==> config.mk <==
export PLATFORM = sky130hd
export DESIGN_NAME = source_char_tokenizer
export DESIGN_NICKNAME = d
export VERILOG_FILES = /design/src/rtl/core/sct_pkg.sv /design/src/rtl/core/sct_scan.sv /design/src/rtl/core/sct_result_queue.sv /design/src/rtl/core/source_char_tokenizer.sv
export SDC_FILE = /design/constraint.sdc
export NUM_CORES = 1
export LEC_CHECK = 0
export BUFFER_PORTS_ARGS = -buffer_cell sky130_fd_sc_hd__buf_4
export CAP_MARGIN = 5
export CORE_MARGIN = 2
export CORE_UTILIZATION = 30
export DETAILED_ROUTE_END_ITERATION = 6
export GPL_ROUTABILITY_DRIVEN = 0
export PLACE_DENSITY = 0.48
export RECOVER_POWER = 100
export SLEW_MARGIN = 10
export SYNTH_ARGS = -nofsm -noshare
export SYNTH_HDL_FRONTEND = slang
export SYNTH_HIERARCHICAL = 1
export SYNTH_SLANG_ARGS = --single-unit
==> constraint.sdc <==
create_clock -name clk -period 9.3 [get_ports clk]
set_input_delay 1.395 -clock clk [delete_from_list [all_inputs] [get_ports clk]]
set_output_delay 1.395 -clock clk [all_outputs]
set_load 0.01 [all_outputs]
==> src/rtl/core/sct_pkg.sv <==
// Shared types, constants and helper functions for the source character tokenizer.
// Holds the token kind and scanner mode enums, the keyword table and the word structs.
// Depends on nothing; every other file in rtl/core uses it.
`timescale 1ns / 1ps
`default_nettype none

package sct_pkg;

  // Default width of the internal line and column counters.
  localparam int POSITION_BITS_DEF = 16;

  // Width of the line and column fields on the result port.
  localparam int TOKEN_POS_BITS = 16;

  // Keyword compare window: only words of up to this many characters can match.
  localparam int KW_BYTES = 6;
  localparam int KW_BITS  = KW_BYTES * 8;
  localparam int KW_COUNT = 13;

  // Result queue sizing (power of two).
  localparam int QUEUE_DEPTH = 4;
  localparam int QPTR_W      = $clog2(QUEUE_DEPTH);
  localparam int QCNT_W      = QPTR_W + 1;

  // Characters the scanner decodes.
  localparam logic [7:0] CH_TAB     = 8'h09;
  localparam logic [7:0] CH_NEWLINE = 8'h0A;
  localparam logic [7:0] CH_CR      = 8'h0D;
  localparam logic [7:0] CH_SPACE   = 8'h20;
  localparam logic [7:0] CH_BANG    = 8'h21;
  localparam logic [7:0] CH_AMP     = 8'h26;
  localparam logic [7:0] CH_LPAREN  = 8'h28;
  localparam logic [7:0] CH_RPAREN  = 8'h29;
  localparam logic [7:0] CH_STAR    = 8'h2A;
  localparam logic [7:0] CH_PLUS    = 8'h2B;
  localparam logic [7:0] CH_MINUS   = 8'h2D;
  localparam logic [7:0] CH_DOT     = 8'h2E;
  localparam logic [7:0] CH_SLASH   = 8'h2F;
  localparam logic [7:0] CH_DIGIT0  = 8'h30;
  localparam logic [7:0] CH_DIGIT9  = 8'h39;
  localparam logic [7:0] CH_SEMI    = 8'h3B;
  localparam logic [7:0] CH_LT      = 8'h3C;
  localparam logic [7:0] CH_EQUAL   = 8'h3D;
  localparam logic [7:0] CH_GT      = 8'h3E;
  localparam logic [7:0] CH_UPPER_A = 8'h41;
  localparam logic [7:0] CH_UPPER_Z = 8'h5A;
  localparam logic [7:0] CH_UNDER   = 8'h5F;
  localparam logic [7:0] CH_LOWER_A = 8'h61;
  localparam logic [7:0] CH_LOWER_Z = 8'h7A;
  localparam logic [7:0] CH_LBRACE  = 8'h7B;
  localparam logic [7:0] CH_PIPE    = 8'h7C;
  localparam logic [7:0] CH_RBRACE  = 8'h7D;

  // Token kinds as they appear on the result port.
  typedef enum logic [4:0] {
    TK_INT, TK_FLOAT, TK_DOUBLE, TK_STRING, TK_BOOL, TK_CHAR, TK_IDENT, TK_NUMBER,
    TK_FLOAT_NUM, TK_IF, TK_ELSE, TK_RETURN, TK_ASSIGN, TK_PLUS, TK_MINUS, TK_STAR,
    TK_DIV, TK_LPAREN, TK_RPAREN, TK_LBRACE, TK_RBRACE, TK_SEMI, TK_GT, TK_LT,
    TK_EQ, TK_NEQ, TK_EOF, TK_WHILE, TK_FOR, TK_AND, TK_OR, TK_ERROR
  } tok_kind_t;

  // Scanner modes.
  typedef enum logic [3:0] {
    SM_IDLE, SM_WORD, SM_NUM, SM_FLOAT, SM_SLASH, SM_COMMENT,
    SM_EQ, SM_BANG, SM_AMP, SM_PIPE, SM_HALT
  } scan_mode_t;

  // One input word.
  typedef struct packed {
    logic [7:0] ch;
    logic       end_of_input;
  } in_word_t;

  // One result word.
  typedef struct packed {
    tok_kind_t                 token_kind;
    logic [TOKEN_POS_BITS-1:0] token_line;
    logic [TOKEN_POS_BITS-1:0] token_column;
    logic [7:0]                token_length;
    logic                      last_of_run;
  } out_word_t;

  // Results produced by one accepted input word, in delivery order.
  typedef struct packed {
    logic [1:0] count;
    out_word_t  first;
    out_word_t  second;
  } emit_pair_t;

  // Keyword table. Text is right-justified: the last character sits in the low byte.
  localparam logic [KW_BITS-1:0] KW_TEXT [KW_COUNT] = '{
    "int", "float", "double", "string", "bool", "char", "if",
    "Agar", "else", "Magar", "return", "while", "for"
  };
  localparam int KW_LEN [KW_COUNT] = '{3, 5, 6, 6, 4, 4, 2, 4, 4, 5, 6, 5, 3};
  localparam tok_kind_t KW_KIND [KW_COUNT] = '{
    TK_INT, TK_FLOAT, TK_DOUBLE, TK_STRING, TK_BOOL, TK_CHAR, TK_IF,
    TK_IF, TK_ELSE, TK_ELSE, TK_RETURN, TK_WHILE, TK_FOR
  };

  function automatic logic is_digit(logic [7:0] c);
    return (c >= CH_DIGIT0) && (c <= CH_DIGIT9);
  endfunction

  function automatic logic is_alpha(logic [7:0] c);
    return ((c >= CH_UPPER_A) && (c <= CH_UPPER_Z)) || ((c >= CH_LOWER_A) && (c <= CH_LOWER_Z));
  endfunction

  function automatic logic is_space(logic [7:0] c);
    return (c == CH_SPACE) || ((c >= CH_TAB) && (c <= CH_CR));
  endfunction

  // Kind of a single-character token; anything unknown is an error.
  function automatic tok_kind_t single_kind(logic [7:0] c);
    tok_kind_t k;
    k = TK_ERROR;
    case (c)
      CH_PLUS:   k = TK_PLUS;
      CH_MINUS:  k = TK_MINUS;
      CH_STAR:   k = TK_STAR;
      CH_LPAREN: k = TK_LPAREN;
      CH_RPAREN: k = TK_RPAREN;
      CH_LBRACE: k = TK_LBRACE;
      CH_RBRACE: k = TK_RBRACE;
      CH_SEMI:   k = TK_SEMI;
      CH_GT:     k = TK_GT;
      CH_LT:     k = TK_LT;
      default:   k = TK_ERROR;
    endcase
    return k;
  endfunction

  // Keyword lookup: all entries compare in parallel against the low bytes of the buffer.
  function automatic tok_kind_t word_kind(logic [KW_BITS-1:0] text, logic [7:0] len);
    tok_kind_t k;
    k = TK_IDENT;
    for (int i = 0; i < KW_COUNT; i++) begin
      if ((len == 8'(KW_LEN[i])) &&
          ((text & ~({KW_BITS{1'b1}} << (8 * KW_LEN[i]))) == KW_TEXT[i])) begin
        k = KW_KIND[i];
      end
    end
    return k;
  endfunction

endpackage

`default_nettype wire

==> src/rtl/core/sct_scan.sv <==
// Scanner core: mode register, position counters, word buffer and token formation.
// Decides per accepted byte which zero, one or two tokens come out.
// Depends on sct_pkg.
`timescale 1ns / 1ps
`default_nettype none

module sct_scan #(
  parameter int POSITION_BITS = sct_pkg::POSITION_BITS_DEF
) (
  input  wire logic                clk,
  input  wire logic                rst_n,
  input  wire logic                in_fire,
  input  wire sct_pkg::in_word_t   in_word,
  output sct_pkg::emit_pair_t      emit
);

  localparam int ExtW = (POSITION_BITS > sct_pkg::TOKEN_POS_BITS) ?
                        POSITION_BITS : sct_pkg::TOKEN_POS_BITS;
  localparam logic [POSITION_BITS-1:0] PosOne = POSITION_BITS'(1);
  localparam logic [POSITION_BITS-1:0] PosMax = {POSITION_BITS{1'b1}};

  sct_pkg::scan_mode_t          mode_r, mode_nxt;
  logic [sct_pkg::KW_BITS-1:0]  buf_r, buf_nxt;
  logic [7:0]                   pend_len_r, pend_len_nxt;
  logic [POSITION_BITS-1:0]     line_r, line_nxt;
  logic [POSITION_BITS-1:0]     col_r, col_nxt;
  logic [POSITION_BITS-1:0]     start_line_r, start_line_nxt;
  logic [POSITION_BITS-1:0]     start_col_r, start_col_nxt;

  // Clamp a counter value to the result field width.
  function automatic logic [sct_pkg::TOKEN_POS_BITS-1:0] clamp_pos(
    logic [POSITION_BITS-1:0] v
  );
    logic [ExtW-1:0] e;
    e = ExtW'(v);
    if (e > ExtW'({sct_pkg::TOKEN_POS_BITS{1'b1}})) begin
      return {sct_pkg::TOKEN_POS_BITS{1'b1}};
    end
    return e[sct_pkg::TOKEN_POS_BITS-1:0];
  endfunction

  // Byte classes.
  logic [7:0] ch;
  logic       eoi;
  logic       c_digit, c_alpha, c_space, c_wchar, c_dot, c_newline;
  logic       c_opener, c_single;
  assign ch        = in_word.ch;
  assign eoi       = in_word.end_of_input;
  assign c_digit   = sct_pkg::is_digit(ch);
  assign c_alpha   = sct_pkg::is_alpha(ch);
  assign c_space   = sct_pkg::is_space(ch);
  assign c_wchar   = c_digit || c_alpha || (ch == sct_pkg::CH_UNDER);
  assign c_dot     = (ch == sct_pkg::CH_DOT);
  assign c_newline = (ch == sct_pkg::CH_NEWLINE);
  assign c_opener  = (ch == sct_pkg::CH_SLASH) || (ch == sct_pkg::CH_EQUAL) ||
                     (ch == sct_pkg::CH_BANG) || (ch == sct_pkg::CH_AMP) ||
                     (ch == sct_pkg::CH_PIPE);
  assign c_single  = (sct_pkg::single_kind(ch) != sct_pkg::TK_ERROR);

  // How the current mode treats the byte.
  logic stay_word, stay_num, to_comment, stay_comment, eq_hit, pair_mode, pair_hit;
  logic absorbed, pair_done, start, has_pending, begins;
  assign stay_word    = (mode_r == sct_pkg::SM_WORD) && c_wchar;
  assign stay_num     = ((mode_r == sct_pkg::SM_NUM) || (mode_r == sct_pkg::SM_FLOAT)) &&
                        (c_digit || c_dot);
  assign to_comment   = (mode_r == sct_pkg::SM_SLASH) && (ch == sct_pkg::CH_SLASH);
  assign stay_comment = (mode_r == sct_pkg::SM_COMMENT) && !c_newline;
  assign eq_hit       = (mode_r == sct_pkg::SM_EQ) && (ch == sct_pkg::CH_EQUAL);
  assign pair_mode    = (mode_r == sct_pkg::SM_BANG) || (mode_r == sct_pkg::SM_AMP) ||
                        (mode_r == sct_pkg::SM_PIPE);
  assign pair_hit     = eq_hit ||
                        ((mode_r == sct_pkg::SM_BANG) && (ch == sct_pkg::CH_EQUAL)) ||
                        ((mode_r == sct_pkg::SM_AMP) && (ch == sct_pkg::CH_AMP)) ||
                        ((mode_r == sct_pkg::SM_PIPE) && (ch == sct_pkg::CH_PIPE));
  assign absorbed     = (mode_r == sct_pkg::SM_HALT) || stay_word || stay_num ||
                        to_comment || stay_comment;
  assign pair_done    = eq_hit || pair_mode;
  assign start        = !eoi && !absorbed && !pair_done;
  assign begins       = start && (c_digit || c_alpha || c_opener);
  assign has_pending  = (mode_r != sct_pkg::SM_IDLE) && (mode_r != sct_pkg::SM_COMMENT) &&
                        (mode_r != sct_pkg::SM_HALT);

  // Kind of the pending token when something ends it.
  sct_pkg::tok_kind_t flush_kind, pair_kind;
  always_comb begin
    unique case (mode_r)
      sct_pkg::SM_WORD:  flush_kind = sct_pkg::word_kind(buf_r, pend_len_r);
      sct_pkg::SM_NUM:   flush_kind = sct_pkg::TK_NUMBER;
      sct_pkg::SM_FLOAT: flush_kind = sct_pkg::TK_FLOAT_NUM;
      sct_pkg::SM_SLASH: flush_kind = sct_pkg::TK_DIV;
      sct_pkg::SM_EQ:    flush_kind = sct_pkg::TK_ASSIGN;
      default:           flush_kind = sct_pkg::TK_ERROR;
    endcase
  end

  always_comb begin
    unique case (mode_r)
      sct_pkg::SM_EQ:   pair_kind = sct_pkg::TK_EQ;
      sct_pkg::SM_BANG: pair_kind = sct_pkg::TK_NEQ;
      sct_pkg::SM_AMP:  pair_kind = sct_pkg::TK_AND;
      sct_pkg::SM_PIPE: pair_kind = sct_pkg::TK_OR;
      default:          pair_kind = sct_pkg::TK_ERROR;
    endcase
  end

  // Next scanner mode.
  always_comb begin
    mode_nxt = mode_r;
    if (in_fire) begin
      if (eoi) begin
        mode_nxt = sct_pkg::SM_IDLE;
      end else if (mode_r == sct_pkg::SM_HALT || stay_word) begin
        mode_nxt = mode_r;
      end else if (stay_num) begin
        mode_nxt = c_dot ? sct_pkg::SM_FLOAT : mode_r;
      end else if (to_comment || stay_comment) begin
        mode_nxt = sct_pkg::SM_COMMENT;
      end else if (pair_done) begin
        mode_nxt = pair_hit ? sct_pkg::SM_IDLE : sct_pkg::SM_HALT;
      end else if (c_space) begin
        mode_nxt = sct_pkg::SM_IDLE;
      end else if (c_digit) begin
        mode_nxt = sct_pkg::SM_NUM;
      end else if (c_alpha) begin
        mode_nxt = sct_pkg::SM_WORD;
      end else begin
        unique case (ch)
          sct_pkg::CH_SLASH: mode_nxt = sct_pkg::SM_SLASH;
          sct_pkg::CH_EQUAL: mode_nxt = sct_pkg::SM_EQ;
          sct_pkg::CH_BANG:  mode_nxt = sct_pkg::SM_BANG;
          sct_pkg::CH_AMP:   mode_nxt = sct_pkg::SM_AMP;
          sct_pkg::CH_PIPE:  mode_nxt = sct_pkg::SM_PIPE;
          default:           mode_nxt = c_single ? sct_pkg::SM_IDLE : sct_pkg::SM_HALT;
        endcase
      end
    end
  end

  // Counters, word buffer and pending length.
  always_comb begin
    line_nxt       = line_r;
    col_nxt        = col_r;
    start_line_nxt = start_line_r;
    start_col_nxt  = start_col_r;
    pend_len_nxt   = pend_len_r;
    buf_nxt        = buf_r;
    if (in_fire) begin
      if (eoi) begin
        line_nxt       = PosOne;
        col_nxt        = PosOne;
        start_line_nxt = PosOne;
        start_col_nxt  = PosOne;
        pend_len_nxt   = 8'd0;
      end else begin
        // Every byte moves the position, even in a comment or after an error.
        if (c_newline) begin
          line_nxt = (line_r == PosMax) ? line_r : line_r + PosOne;
          col_nxt  = PosOne;
        end else begin
          col_nxt = (col_r == PosMax) ? col_r : col_r + PosOne;
        end
        if (stay_word || stay_num) begin
          pend_len_nxt = (pend_len_r == 8'hFF) ? pend_len_r : pend_len_r + 8'd1;
        end else if (begins) begin
          pend_len_nxt   = 8'd1;
          start_line_nxt = line_r;
          start_col_nxt  = col_r;
        end
        // The buffer shifts left, so a short word lands right-justified.
        if ((stay_word && (pend_len_r < 8'(sct_pkg::KW_BYTES))) || (start && c_alpha)) begin
          buf_nxt = {buf_r[sct_pkg::KW_BITS-9:0], ch};
        end
      end
    end
  end

  // Tokens for this byte: the pending one it ends (a) and one it makes itself (b).
  sct_pkg::out_word_t tok_a, tok_b;
  logic               a_valid, b_valid;
  always_comb begin
    a_valid            = 1'b0;
    b_valid            = 1'b0;
    tok_a.token_kind   = flush_kind;
    tok_a.token_line   = clamp_pos(start_line_r);
    tok_a.token_column = clamp_pos(start_col_r);
    tok_a.token_length = pend_len_r;
    tok_a.last_of_run  = 1'b0;
    tok_b.token_kind   = sct_pkg::single_kind(ch);
    tok_b.token_line   = clamp_pos(line_r);
    tok_b.token_column = clamp_pos(col_r);
    tok_b.token_length = 8'd1;
    tok_b.last_of_run  = 1'b1;
    if (eoi) begin
      a_valid            = has_pending;
      b_valid            = 1'b1;
      tok_b.token_kind   = sct_pkg::TK_EOF;
      tok_b.token_length = 8'd0;
    end else if (pair_done) begin
      a_valid = 1'b1;
      if (pair_hit) begin
        tok_a.token_kind   = pair_kind;
        tok_a.token_length = 8'd2;
      end
    end else if (start) begin
      a_valid = has_pending;
      b_valid = !c_space && !c_digit && !c_alpha && !c_opener;
    end
  end

  // Order the results and mark the last one.
  always_comb begin
    emit.count              = in_fire ? (2'(a_valid) + 2'(b_valid)) : 2'd0;
    emit.first              = a_valid ? tok_a : tok_b;
    emit.first.last_of_run  = !(a_valid && b_valid);
    emit.second             = tok_b;
  end

  // State registers.
  always_ff @(posedge clk) begin
    if (!rst_n) begin
      mode_r       <= sct_pkg::SM_IDLE;
      pend_len_r   <= 8'd0;
      line_r       <= PosOne;
      col_r        <= PosOne;
      start_line_r <= PosOne;
      start_col_r  <= PosOne;
    end else begin
      mode_r       <= mode_nxt;
      pend_len_r   <= pend_len_nxt;
      line_r       <= line_nxt;
      col_r        <= col_nxt;
      start_line_r <= start_line_nxt;
      start_col_r  <= start_col_nxt;
    end
  end

  // The word buffer has no reset; above the current word's length it may still hold older characters.
  always_ff @(posedge clk) begin
    buf_r <= buf_nxt;
  end

`ifndef SYNTHESIS
  // End of input puts the scanner back to its reset position.
  a_eoi_resets: assert property (@(posedge clk) disable iff (!rst_n)
    (in_fire && eoi) |=> (mode_r == sct_pkg::SM_IDLE && line_r == PosOne && col_r == PosOne))
    else $error("scanner not reset after end of input");

  // A halted scanner produces nothing until end of input.
  a_halt_silent: assert property (@(posedge clk) disable iff (!rst_n)
    (in_fire && !eoi && mode_r == sct_pkg::SM_HALT) |-> (emit.count == 2'd0))
    else $error("token emitted while halted");

  // When two tokens come out, only the second one closes the run.
  a_two_last: assert property (@(posedge clk) disable iff (!rst_n)
    (emit.count == 2'd2) |-> (!emit.first.last_of_run && emit.second.last_of_run))
    else $error("wrong end-of-run marking on a token pair");
`endif

endmodule

`default_nettype wire

==> src/rtl/core/sct_result_queue.sv <==
// Small result queue between the scanner and the output port.
// Takes up to two tokens per cycle and hands out one per output handshake.
// Depends on sct_pkg.
`timescale 1ns / 1ps
`default_nettype none

module sct_result_queue (
  input  wire logic                 clk,
  input  wire logic                 rst_n,
  input  wire sct_pkg::emit_pair_t  push,
  output logic                      room,
  output logic                      out_valid,
  input  wire logic                 out_stall,
  output sct_pkg::out_word_t        out_data
);

  sct_pkg::out_word_t             mem [sct_pkg::QUEUE_DEPTH];
  logic [sct_pkg::QPTR_W-1:0]     wr_ptr_r, wr_ptr_nxt;
  logic [sct_pkg::QPTR_W-1:0]     rd_ptr_r, rd_ptr_nxt;
  logic [sct_pkg::QCNT_W-1:0]     count_r, count_nxt;
  logic [sct_pkg::QPTR_W-1:0]     wr_ptr_plus1;
  logic                           pop;

  // Room for a whole pair must be there before a new word is taken.
  assign room         = (count_r <= sct_pkg::QCNT_W'(sct_pkg::QUEUE_DEPTH - 2));
  assign out_valid    = (count_r != '0);
  assign out_data     = mem[rd_ptr_r];
  assign pop          = out_valid && !out_stall;
  assign wr_ptr_plus1 = wr_ptr_r + sct_pkg::QPTR_W'(1);

  // Pointer and fill count update.
  always_comb begin
    wr_ptr_nxt = wr_ptr_r + sct_pkg::QPTR_W'(push.count);
    rd_ptr_nxt = rd_ptr_r + sct_pkg::QPTR_W'(pop);
    count_nxt  = count_r + sct_pkg::QCNT_W'(push.count) - sct_pkg::QCNT_W'(pop);
  end

  always_ff @(posedge clk) begin
    if (!rst_n) begin
      wr_ptr_r <= '0;
      rd_ptr_r <= '0;
      count_r  <= '0;
    end else begin
      wr_ptr_r <= wr_ptr_nxt;
      rd_ptr_r <= rd_ptr_nxt;
      count_r  <= count_nxt;
    end
  end

  // Entry storage; a pair goes into two neighboring slots.
  always_ff @(posedge clk) begin
    if (push.count != 2'd0) begin
      mem[wr_ptr_r] <= push.first;
    end
    if (push.count == 2'd2) begin
      mem[wr_ptr_plus1] <= push.second;
    end
  end

`ifndef SYNTHESIS
  // The fill count never passes the depth.
  a_no_overflow: assert property (@(posedge clk) disable iff (!rst_n)
    count_r <= sct_pkg::QCNT_W'(sct_pkg::QUEUE_DEPTH))
    else $error("result queue overflow");

  // Tokens arrive only when a full pair still fits.
  a_push_room: assert property (@(posedge clk) disable iff (!rst_n)
    (push.count != 2'd0) |-> room)
    else $error("tokens pushed without room");
`endif

endmodule

`default_nettype wire

==> src/rtl/core/source_char_tokenizer.sv <==
// Top level of the source character tokenizer.
// Instantiates the scanner core and the result queue; depends on sct_pkg.
`timescale 1ns / 1ps
`default_nettype none

// Streaming lexer: one source byte per input word, tokens out one per output word.
// A byte is taken in every cycle as long as the four-entry result queue has room
// for two tokens; each byte yields zero, one or two tokens (a token it ends and
// one it starts, or a pending token and EOF at end of input), so with an output
// port that never stalls the input runs at one byte per cycle unless a stretch of
// text makes more than one token per byte, in which case the output port, one
// token per cycle, sets the pace. A token leaves the queue at the earliest in the
// cycle after the byte that completes it is accepted; a word, a number, a lone /
// and a lone = are completed only by the byte that follows them or by end of
// input. Line and column count from one; counters
// are POSITION_BITS wide and saturate, the result fields clamp at 65535. After a
// bad character the block drops bytes until end of input, which flushes any
// pending token, emits EOF and returns the block to its reset state.
module source_char_tokenizer #(
  parameter int POSITION_BITS = sct_pkg::POSITION_BITS_DEF
) (
  input  wire logic                clk,
  input  wire logic                rst_n,
  input  wire logic                in_valid,
  output logic                     in_stall,
  input  wire sct_pkg::in_word_t   in_data,
  output logic                     out_valid,
  input  wire logic                out_stall,
  output sct_pkg::out_word_t       out_data
);

  logic                in_fire;
  logic                room;
  sct_pkg::emit_pair_t emit;

  // Input handshake.
  assign in_stall = !room;
  assign in_fire  = in_valid && room;

  sct_scan #(
    .POSITION_BITS(POSITION_BITS)
  ) u_scan (
    .clk     (clk),
    .rst_n   (rst_n),
    .in_fire (in_fire),
    .in_word (in_data),
    .emit    (emit)
  );

  sct_result_queue u_queue (
    .clk       (clk),
    .rst_n     (rst_n),
    .push      (emit),
    .room      (room),
    .out_valid (out_valid),
    .out_stall (out_stall),
    .out_data  (out_data)
  );

endmodule

`default_nettype wire
==> results of run 1 <==
-- worst max-delay path by stage --
| stage | cells after the start | to |
|---|---|---|
| 2_1_floorplan | 13 | u_queue/mem[0][0]$_DFFE_PP_ |
| 3_3_place_gp | 14 | u_queue/mem[3][4]$_DFFE_PP_ |
| 3_5_place_dp | 14 | u_queue/mem[3][18]$_DFFE_PP_ |
| 4_1_cts | 14 | u_queue/mem[3][18]$_DFFE_PP_ |
| 5_1_grt | 14 | u_queue/mem[2][6]$_DFFE_PP_ |
| 6_report | 14 | u_queue/mem[2][15]$_DFFE_PP_ |
-- layout make-up --
| type | count | area (um2) | area share, % |
|---|---|---|---|
| flip-flops and latches | 315 | 8633 | 45.67 |
| multi-input cells | 894 | 7624 | 40.32 |
| well taps | 748 | 935.9 | 4.950 |
| repair buffers | 80 | 362.8 | 1.919 |
| clock buffers | 48 | 1020 | 5.394 |
| inverters | 22 | 82.58 | 0.4368 |
| clock inverters | 22 | 247.7 | 1.310 |
-- worst max-delay path, delay by kind of cell --
| kind | cells | cell delay (ns) |
|---|---|---|
| buffers and inverters | 4 | 2.71 |
| AND/OR/NAND/NOR | 4 | 1.61 |
| AO/OA/AOI/OAI | 4 | 1.31 |
| multiplexers | 1 | 0.45 |
| adder cells (fa/ha/maj) | 1 | 0.38 |
-- per-stage QoR --
step	power (mW)	worst slack (ns)	cell area (um2)	utilization [%]	instances
3_3_place_gp	2.576	2.300	17960	32.47	2059
4_1_cts	4.123	2.738	19230	34.76	2129
5_1_grt	4.159	1.185	18910	34.18	2129
6_report	3.981	1.670	18910	34.18	2129
3_5_place_dp	2.584	2.170	17960	32.47	2059
2_1_floorplan	2.237	1.510	16870	-	1318
-- per-layer routing --
layer / wire [um] / global-route usage (%) / up-vias
li1: - / - / 5160
met2: 20960 / 25.46 / 249
met4: 1006 / 5.013 / 0
met3: 1701 / 2.196 / 61
met5: 0 / 0 / -
met1: 20820 / 21.00 / 5576
-- registers in the layout, indices dropped and copies added, names as in the netlist, 3 cells and up --
register             count
u_scan/line_r           16
u_scan/start_col_r      16
u_scan/pend_len_r        8
u_queue/count_r          3
u_scan/mode_r            4
u_scan/buf_r            48
u_scan/start_line_r     16
u_scan/col_r            16
u_queue/mem            184
-- power groups by stage --
stage,Combinational (mW),Sequential (mW),Clock [mW]
floorplan,0.539,1.70,0
detailed placement,0.873,1.71,0
global route,0.857,1.69,1.61
global placement,0.869,1.71,0
finish,0.786,1.68,1.51
CTS,0.876,1.68,1.57
-- cell usage in the layout, fill, tap and decap left out, types with 22 or more instances in the layout --
master | netlist | layout
edfxtp_1 | 232 | 232
mux4_2 | 46 | 46
nand3_1 | 30 | 30
clkbuf_1 | 28 | 68
a21oi_1 | 28 | 28
nor2_1 | 48 | 46
clkbuf_16 | 0 | 39
o21ai_0 | 32 | 32
mux2_2 | 206 | 206
dfxtp_1 | 83 | 81
nand4_1 | 22 | 22
nand3b_1 | 33 | 33
a21boi_0 | 34 | 44
nand2_1 | 83 | 83
-- logic make-up (layout without fill, tap and decap cells) --
logic type	Yosys count	count (layout)
mux	264	264
buf+inv	109	172
xor+xnor	21	21
simple gates	411	411
flops	315	315
compound gates	179	179
fa+ha+maj	11	11
other cells	2	8
==> impl_metrics.ini, run 1 <==
[outcome]
status = complete, but fails checks
violations = max-capacitance violations, max-slew violations

[clock_tree]
clock-sinks = 315
cts_resized = 0
tritoncts = done
cts_buffers = 38
postCtsSetupRepairBufs = 0
path_clk_slew_ns = 0.06
clock_latency_ns = 0.56
ctsHoldBuffers = 0
cts_max_level = 2
ctsRootBufferMaster = clkbuf_16
clk_path_buf_depth = 3

[min_path]
hp-class = register to register
min_to = u_scan/buf_r[13]$_DFFE_PP_
hold_path_depth = 0
min_from = u_scan/buf_r[5]$_DFFE_PP_

[timing]
whs_ns = 0.4384
tightest_slew_ns = 4.698
finalCritPeriodShare_pct = 82.04
fin_tns_setup_ns = 0
relSlewSlack_pct = -213.2
setup_violations = 0
fmax_mhz = 131.1
rsz0062_at_grt = no
hold_viol = 0
drv_slew = 256
fin_crit_ns = 7.630
skew_ns = 0.02322

[run]
drv_cap = 5

[die]
chipHeight_um = 241.0
pin_count = 61
fp-row-count = 86
die_w_um = 241.0
die_area_um2 = 58090
coreArea_um2 = 55310
start_util_pct = 30.47

[critical_path]
cp_data_arrival_time_ns = 7.92
rr_startpoint = u_scan/mode_r[2]$_SDFFE_PN0P_
critPathLaunchType = primary input
cp.required_ns = 9.59
end_kind = register
path_max_fanout = 46
crit_chain = clkbuf_1 > nor4bb_1 > a32oi_1 > a2111oi_4 > a211oi_1 > o21ai_4 > buf_4 > inv_1 > ha_1 > and2_0 > nor2b_1 > and3b_1 > clkbuf_2 > mux2_2
cp-startpoint = in_data[5]
timing.rr.end = u_queue/mem[2][15]$_DFFE_PP_
rr_worst_depth = 13
crit_type = primary input to register
cp_slowest_stage_delay_ns = 1.28
crit_path_top_delay_cell = clkbuf_2
ff2ff_setup_slack_ns = 3.29

[global_route]
grt_usage_pct = 15.48
grt_remaining_overflow = 0
grt_antenna_before_repair = 1
grt_max_degree = 63
grt_pass1_wl_um = 68100
grt_pass1_vias = 11120

[synth]
synthAdderAreaFrac_pct = 0.8612
synth-seq-cells = 315
synth_xor_area_share_pct = 1.091
syn_inst = 1312
yosysMostFrequentCell = edfxtp_1
postSynth.asyncResetShare_pct = 0
synthMuxAreaShare_pct = 20.92
synth-seq-area-share_pct = 51.20
synth-edff-count = 232
avgSynthCellArea_um2 = 12.84
synth_common_cells = 232 x edfxtp_1, 206 x mux2_2, 83 x dfxtp_1, 83 x nand2_1, 48 x nor2_1
synthDistinctLibCells = 88
netlist_area_um2 = 16850
synth-compound-area-share_pct = 7.989
yosys_warnings = 6
synth_top_area_cell = edfxtp_1
synth_top_area_share_pct = 41.34
synth_top_family_by_area = multiplexers
synthTopCellsByArea = edfxtp_1 41%, mux2_2 14%, dfxtp_1 9.9%
synthFlopType = edfxtp_1
synth_simple_gate_area_share_pct = 14.43

[placement]
dp_hpwl_um = 26880
port-buffer-count = 60

[pwr]
power_frac_seq_pct = 42.3
p_sw_mw = 1.119
internal_power_mw = 2.862
powerDensity_nw_per_um2 = 210.6
p_leak_nw = 6.185
switching_share_pct = 28.11
ir_drop_v = 0.0001247
pwr-share-clk_pct = 38.0
combPwrFrac_pct = 19.7

[route]
via_per_inst = 5.188
drtPass1Iterations = 5
wl_um = 44490
dr_total_vias = 11050
avgRoutedWirePerCell_um = 20.90
postRouteAntennaNets = 0
drtIter0Drc = 796
drc = 0

[layout]
fillers = 5522
area_growth_pct = 12.18
drive_above_1_share_pct = 25.92
final_net_count = 1375
antennaDiodeCount = 0
(Power assumes the default switching activity.)
==> inputs of run 2 (changes only) <==
==> constraint.sdc (replaced) <==
create_clock -name clk -period 7.3 [get_ports clk]
set_input_delay 1.095 -clock clk [delete_from_list [all_inputs] [get_ports clk]]
set_output_delay 1.095 -clock clk [all_outputs]
set_load 0.01 [all_outputs]
==> run 2 against run 1 <==
  * The run still ends with max-capacitance violations, max-slew violations left
  * Largest power group unchanged
  * Die area stayed put
  * Largest cell class unchanged
  * Clock-buffer cell count is 3 higher
  * Highest routed layer unchanged
  * Worst hold slack better by 0.012 ns
  * Sequential share of layout area hardly changed
  * Setup slack worse by 0.26 ns
  * Non-clock buffer count is 3 higher
  * Wire length is 2.0% lower
  * Utilization hardly changed
==> impl_metrics.ini, run 2 (same netlist as run 1, synthesis figures left out) <==
[pwr]
internal_power_mw = 3.530
combPwrFrac_pct = 19.7
switching_share_pct = 28.53
powerDensity_nw_per_um2 = 261.2
pwr-share-clk_pct = 36.9
power_frac_seq_pct = 43.4
p_leak_nw = 6.204
p_sw_mw = 1.409
ir_drop_v = 0.0001420

[timing]
drv_slew = 71
relSlewSlack_pct = -70.86
skew_ns = 0.01208
fin_crit_ns = 5.895
fmax_mhz = 169.6
setup_violations = 0
fin_tns_setup_ns = 0
finalCritPeriodShare_pct = 80.75
tightest_slew_ns = 2.563
rsz0062_at_grt = no
hold_viol = 0

[die]
pin_count = 61
chipHeight_um = 241.0
die_area_um2 = 58090
coreArea_um2 = 55310
start_util_pct = 30.47
fp-row-count = 86
die_w_um = 241.0

[outcome]
status = complete, but fails checks
violations = max-capacitance violations, max-slew violations

[layout]
final_net_count = 1377
layout_commonest_cell = edfxtp_1
final_cell_area_um2 = 18910
multiInputGateArea_um2 = 7602
largest-register = u_queue/mem
area_growth_pct = 12.21
fillers = 5530
stdcell_count = 2130
drive_above_1_share_pct = 26.56
reg_top3 = u_queue/mem x184, u_scan/buf_r x48
largest_reg_flops = 184
ff_latch_area_um2 = 8633
antennaDiodeCount = 0
final_cell_mix = 232 x edfxtp_1, 204 x mux2_2, 83 x nand2_1

[clock_tree]
cts_max_level = 2
ctsHoldBuffers = 0
clock_latency_ns = 0.56
ctsRootBufferMaster = clkbuf_16
tritoncts = done
postCtsSetupRepairBufs = 0
clk_path_buf_depth = 3
cts_buffers = 37
path_clk_slew_ns = 0.06
cts_resized = 0
clock-sinks = 315

[route]
drtPass1Iterations = 5
avgRoutedWirePerCell_um = 20.48
wl_um = 43610
postRouteAntennaNets = 0
drc = 0
via_per_inst = 5.168
dr_total_vias = 11010
drtIter0Drc = 589

[critical_path]
crit_type = primary input to register
path_max_fanout = 25
cp_data_arrival_time_ns = 6.20
end_kind = register
cp.required_ns = 7.60
ff2ff_setup_slack_ns = 2.63
critPathLaunchType = primary input

[min_path]
hp-class = register to register

[placement]
port-buffer-count = 60
placedCellCount = 2062
dpl_cell_area_um2 = 18030
dp_hpwl_um = 27470

[global_route]
grt_pass1_wl_um = 67890
grt_usage_pct = 15.21
grt_remaining_overflow = 0
grt_pass1_vias = 11230
grt_max_degree = 61
grt_antenna_before_repair = 0

[run]
drv_cap = 2
run 2: metrics by stage:
stage	hold slack, ns	util (%)	setup slack (ns)	total power [mW]
final	0.4504	34.19	1.405	4.939
after detailed placement	0.4366	32.60	1.693	3.283
after global routing	0.4661	34.19	1.030	5.163
after global placement	0.4315	32.60	1.803	3.272
after CTS	0.4497	34.78	2.286	5.131
after floorplan	0.4180	-	1.089	2.847
run 2: final cells by class:
type                            instances  share of cell area, %
Timing Repair Buffer                   83                  2.395
Clock inverter                         17                 0.7014
Sequential cell                       315                  45.66
Inverter                               22                 0.4367
Multi-Input combinational cell        894                  40.20
Clock buffer                           51                  5.657
Tap cell                              748                  4.949
run 2: power by group through the flow:
stage          clock network (mW)  registers, mW  logic [mW]
2_1_floorplan                   0           2.16       0.688
3_3_place_gp                    0           2.18        1.09
3_5_place_dp                    0           2.18        1.10
4_1_cts                      1.88           2.14        1.11
5_1_grt                      1.95           2.15        1.06
6_report                     1.82           2.14       0.973
run 2: layer usage:
metal	part of all wire [%]	GRT usage, %	wire length, um	vias to the layer above
met3	3.6	2.139	1589	57
met1	46	20.17	20120	5576
li1	-	-	-	5166
met2	48	25.53	20890	208
met5	0	0	0	-
met4	2.3	5.013	1015	0
run 2: critical path, cell delays in order:
cell and delay [ns]:
clkbuf_1 0.67, or4b_2 0.65, a2111oi_0 0.79, a311oi_1 0.25
nand3_1 0.32, inv_1 0.07, nand3_1 0.09, nand2_1 0.07
ha_1 0.26, and2_0 0.23, nor2b_1 0.30, and3b_2 0.70
buf_12 0.28, mux2_2 0.37
run 2: final timing paths:
kind,from,depth (start not counted),endpoint
worst min register to register,u_scan/buf_r[5]$_DFFE_PP_,0,u_scan/buf_r[13]$_DFFE_PP_
worst max register to register,u_scan/mode_r[0]$_SDFFE_PN0P_,12,u_queue/mem[3][43]$_DFFE_PP_
worst min-delay path,u_scan/buf_r[5]$_DFFE_PP_,0,u_scan/buf_r[13]$_DFFE_PP_
worst max-delay path,in_data[2],14,u_queue/mem[3][43]$_DFFE_PP_
==> inputs of run 3 (changes only) <==
--- a/config.mk
+++ b/config.mk
@@ -5,13 +5,14 @@
 export SDC_FILE = /design/constraint.sdc
 export NUM_CORES = 1
 export LEC_CHECK = 0
+export ABC_AREA = 1
 export BUFFER_PORTS_ARGS = -buffer_cell sky130_fd_sc_hd__buf_4
 export CAP_MARGIN = 5
 export CORE_MARGIN = 2
 export CORE_UTILIZATION = 30
 export DETAILED_ROUTE_END_ITERATION = 6
 export GPL_ROUTABILITY_DRIVEN = 0
-export PLACE_DENSITY = 0.48
+export PLACE_DENSITY = 0.49
 export RECOVER_POWER = 100
 export SLEW_MARGIN = 10
 export SYNTH_ARGS = -nofsm -noshare
==> constraint.sdc (replaced) <==
create_clock -name clk -period 4.9 [get_ports clk]
set_input_delay 0.735 -clock clk [delete_from_list [all_inputs] [get_ports clk]]
set_output_delay 0.735 -clock clk [all_outputs]
set_load 0.01 [all_outputs]
==> run 3 against run 2 <==
  * The flow now finishes without violations
  * First-iteration DRC count rose by 54%
  * Critical path depth fell by 9
  * Sequential power rose by 57%
  * Critical path type is now register to output pin
  * Largest cell class unchanged
==> impl_metrics.ini, run 3 <==
[route]
avgRoutedWirePerCell_um = 17.44
dr_total_vias = 13880
wl_um = 48230
postRouteAntennaNets = 0
drtPass1Iterations = 5
via_per_inst = 5.021
drc = 0
drtIter0Drc = 905

[placement]
placedCellCount = 2697
dp_hpwl_um = 31060
dp_slack_ns = 0.8220
port-buffer-count = 60

[critical_path]
path_max_fanout = 28
crit_chain = inv_1 > clkbuf_1 > o21ai_0 > o22ai_1 > clkbuf_1
critPathLaunchType = register
cp_data_arrival_time_ns = 3.28
crit_path_frequent_cell = clkbuf_1
end_kind = output pin
path_buf_inv = 3
cp_slowest_stage_delay_ns = 0.88
crit_type = register to output pin
critPathTopFamily = buffers and inverters
crit_path_top_delay_cell = clkbuf_1
cp.required_ns = 4.16

[global_route]
grt_usage_pct = 16.95
grt_max_degree = 62
grt_pass1_wl_um = 75780
grt_pass1_vias = 13250
grt_remaining_overflow = 0
grt_antenna_before_repair = 1

[pwr]
powerDensity_nw_per_um2 = 444.6
switching_share_pct = 33.19
p_sw_mw = 2.734
p_leak_nw = 6.527
ir_drop_v = 0.0002224
power_frac_seq_pct = 40.9
combPwrFrac_pct = 24.1
pwr-share-clk_pct = 35.0
internal_power_mw = 5.502

[clock_tree]
ctsHoldBuffers = 0
postCtsSetupRepairBufs = 0
clk_path_buf_depth = 3
cts_buffers = 38
clock_latency_ns = 0.57
cts_max_level = 2
cts_resized = 0
clock-sinks = 315
path_clk_slew_ns = 0.06
tritoncts = done
ctsRootBufferMaster = clkbuf_16

[timing]
hold_viol = 0
fin_crit_ns = 4.016
setup_violations = 0
fin_tns_setup_ns = 0
finalCritPeriodShare_pct = 81.95
relSlewSlack_pct = 11.30
drv_slew = 0
tightest_slew_ns = 1.329
setup_ws_ns = 0.8844
rsz0062_at_grt = no
skew_ns = 0.02122
whs_ns = 0.4471
fmax_mhz = 249.0

[synth]
avgSynthCellArea_um2 = 8.267
netlist_area_um2 = 16610
syn_inst = 2009
synth-edff-count = 232
synthDistinctLibCells = 46
synth_top_area_share_pct = 41.95
yosysMostFrequentCell = nand2_1
synth_common_cells = 471 x nand2_1, 232 x edfxtp_1, 229 x nor2_1
synthFlopType = edfxtp_1
synth-seq-area-share_pct = 51.95
synthTopCellsByArea = edfxtp_1 42%, nand2_1 11%, dfxtp_1 10%
postSynth.asyncResetShare_pct = 0
yosys_warnings = 6
synth_top_area_cell = edfxtp_1
synth-seq-cells = 315

[run]
drv_cap = 0

[die]
chipHeight_um = 239.3
start_util_pct = 30.26
fp-row-count = 86
coreArea_um2 = 54880
pin_count = 61
die_area_um2 = 57260
die_w_um = 239.3

[layout]
largest-register = u_queue/mem
antennaDiodeCount = 0
final_net_count = 2057
layout_commonest_cell = nand2_1
area_growth_pct = 11.53
reg_top3 = u_queue/mem x184, u_scan/buf_r x48
stdcell_count = 2765
largest_reg_flops = 184
final_cell_mix = 476 x nand2_1, 301 x o21ai_0, 232 x nor2_1, 232 x edfxtp_1, 165 x inv_1
drive_above_1_share_pct = 5.871

[outcome]
status = finished clean

[min_path]
hp-class = register to register
run 3: cell count changes after synthesis, sizes merged, moves of 40 or more:
cell    delta
nand2    +403
o21ai    +291
nor2     +189
nand4     +41
a21boi    -45
inv      +150
o22ai     +42
mux2     -216
nand3     +43
mux4      -46
a21oi     +40
run 3: final timing paths:
kind	end	slack, ns	startpoint	depth (start not counted)
max	out_data[40]	0.88	u_queue/rd_ptr_r[1]$_SDFF_PN0_	5
min	u_scan/buf_r[31]$_DFFE_PP_	0.45	u_scan/buf_r[23]$_DFFE_PP_	0
max reg2reg	u_queue/mem[1][14]$_DFFE_PP_	1.37	u_scan/mode_r[1]$_SDFFE_PN0P_	16
min reg2reg	u_scan/buf_r[31]$_DFFE_PP_	0.45	u_scan/buf_r[23]$_DFFE_PP_	0
run 3: worst register-to-register path, cell delays in order, from the launching register on:
cell	delay, ns
dfxtp_1	0.41
inv_1	0.13
nand2_1	0.14
nor2_1	0.08
nand2_1	0.09
nand2_2	0.07
a21oi_1	0.25
nand3_1	0.15
o31ai_1	0.46
ha_1	0.28
nand2_1	0.06
inv_1	0.09
inv_1	0.09
nor2_4	0.12
nand2_1	0.12
nand2_2	0.09
clkbuf_2	0.51
run 3: cell families after synthesis:
group                    synth area share, %
flip-flops                             51.95
XOR/XNOR                              0.6856
adder cells (fa/ha/maj)               0.8739
buffers and inverters                  8.023
AO/OA/AOI/OAI                          14.38
AND/OR/NAND/NOR                        24.04
other                                0.04522
run 3: per-stage QoR:
step | total power [mW] | cell area, um2 | util, %
finish | 8.236 | 18520 | 33.76
global route | 8.671 | 18520 | 33.76
CTS | 8.564 | 18840 | 34.34
detailed placement | 5.650 | 17580 | 32.04
global placement | 5.639 | 17580 | 32.04
floorplan | 4.749 | 16650 | -
run 3: layout make-up:
| type | instances | area (um2) |
|---|---|---|
| tap | 704 | 880.8 |
| multi-input combinational | 1415 | 6631 |
| sequential | 315 | 8630 |
| clock buffer | 51 | 1051 |
| clock inverter | 17 | 207.7 |
| inverter | 174 | 653.1 |
| fill | 5815 | 36350 |
| timing repair buffer | 89 | 470.5 |
run 3: power groups by stage:
stage	sequential, mW	clock (mW)	combinational, mW
2_1_floorplan	3.40	0	1.35
3_3_place_gp	3.43	0	2.21
3_5_place_dp	3.43	0	2.22
4_1_cts	3.37	2.96	2.23
5_1_grt	3.40	3.05	2.22
6_report	3.37	2.88	1.99
run 3: layer usage:
layer	track usage (%)	wire length, um
met5	0	13
met3	2.628	2580
met1	22.71	22140
met2	28.00	22290
met4	5.530	1211
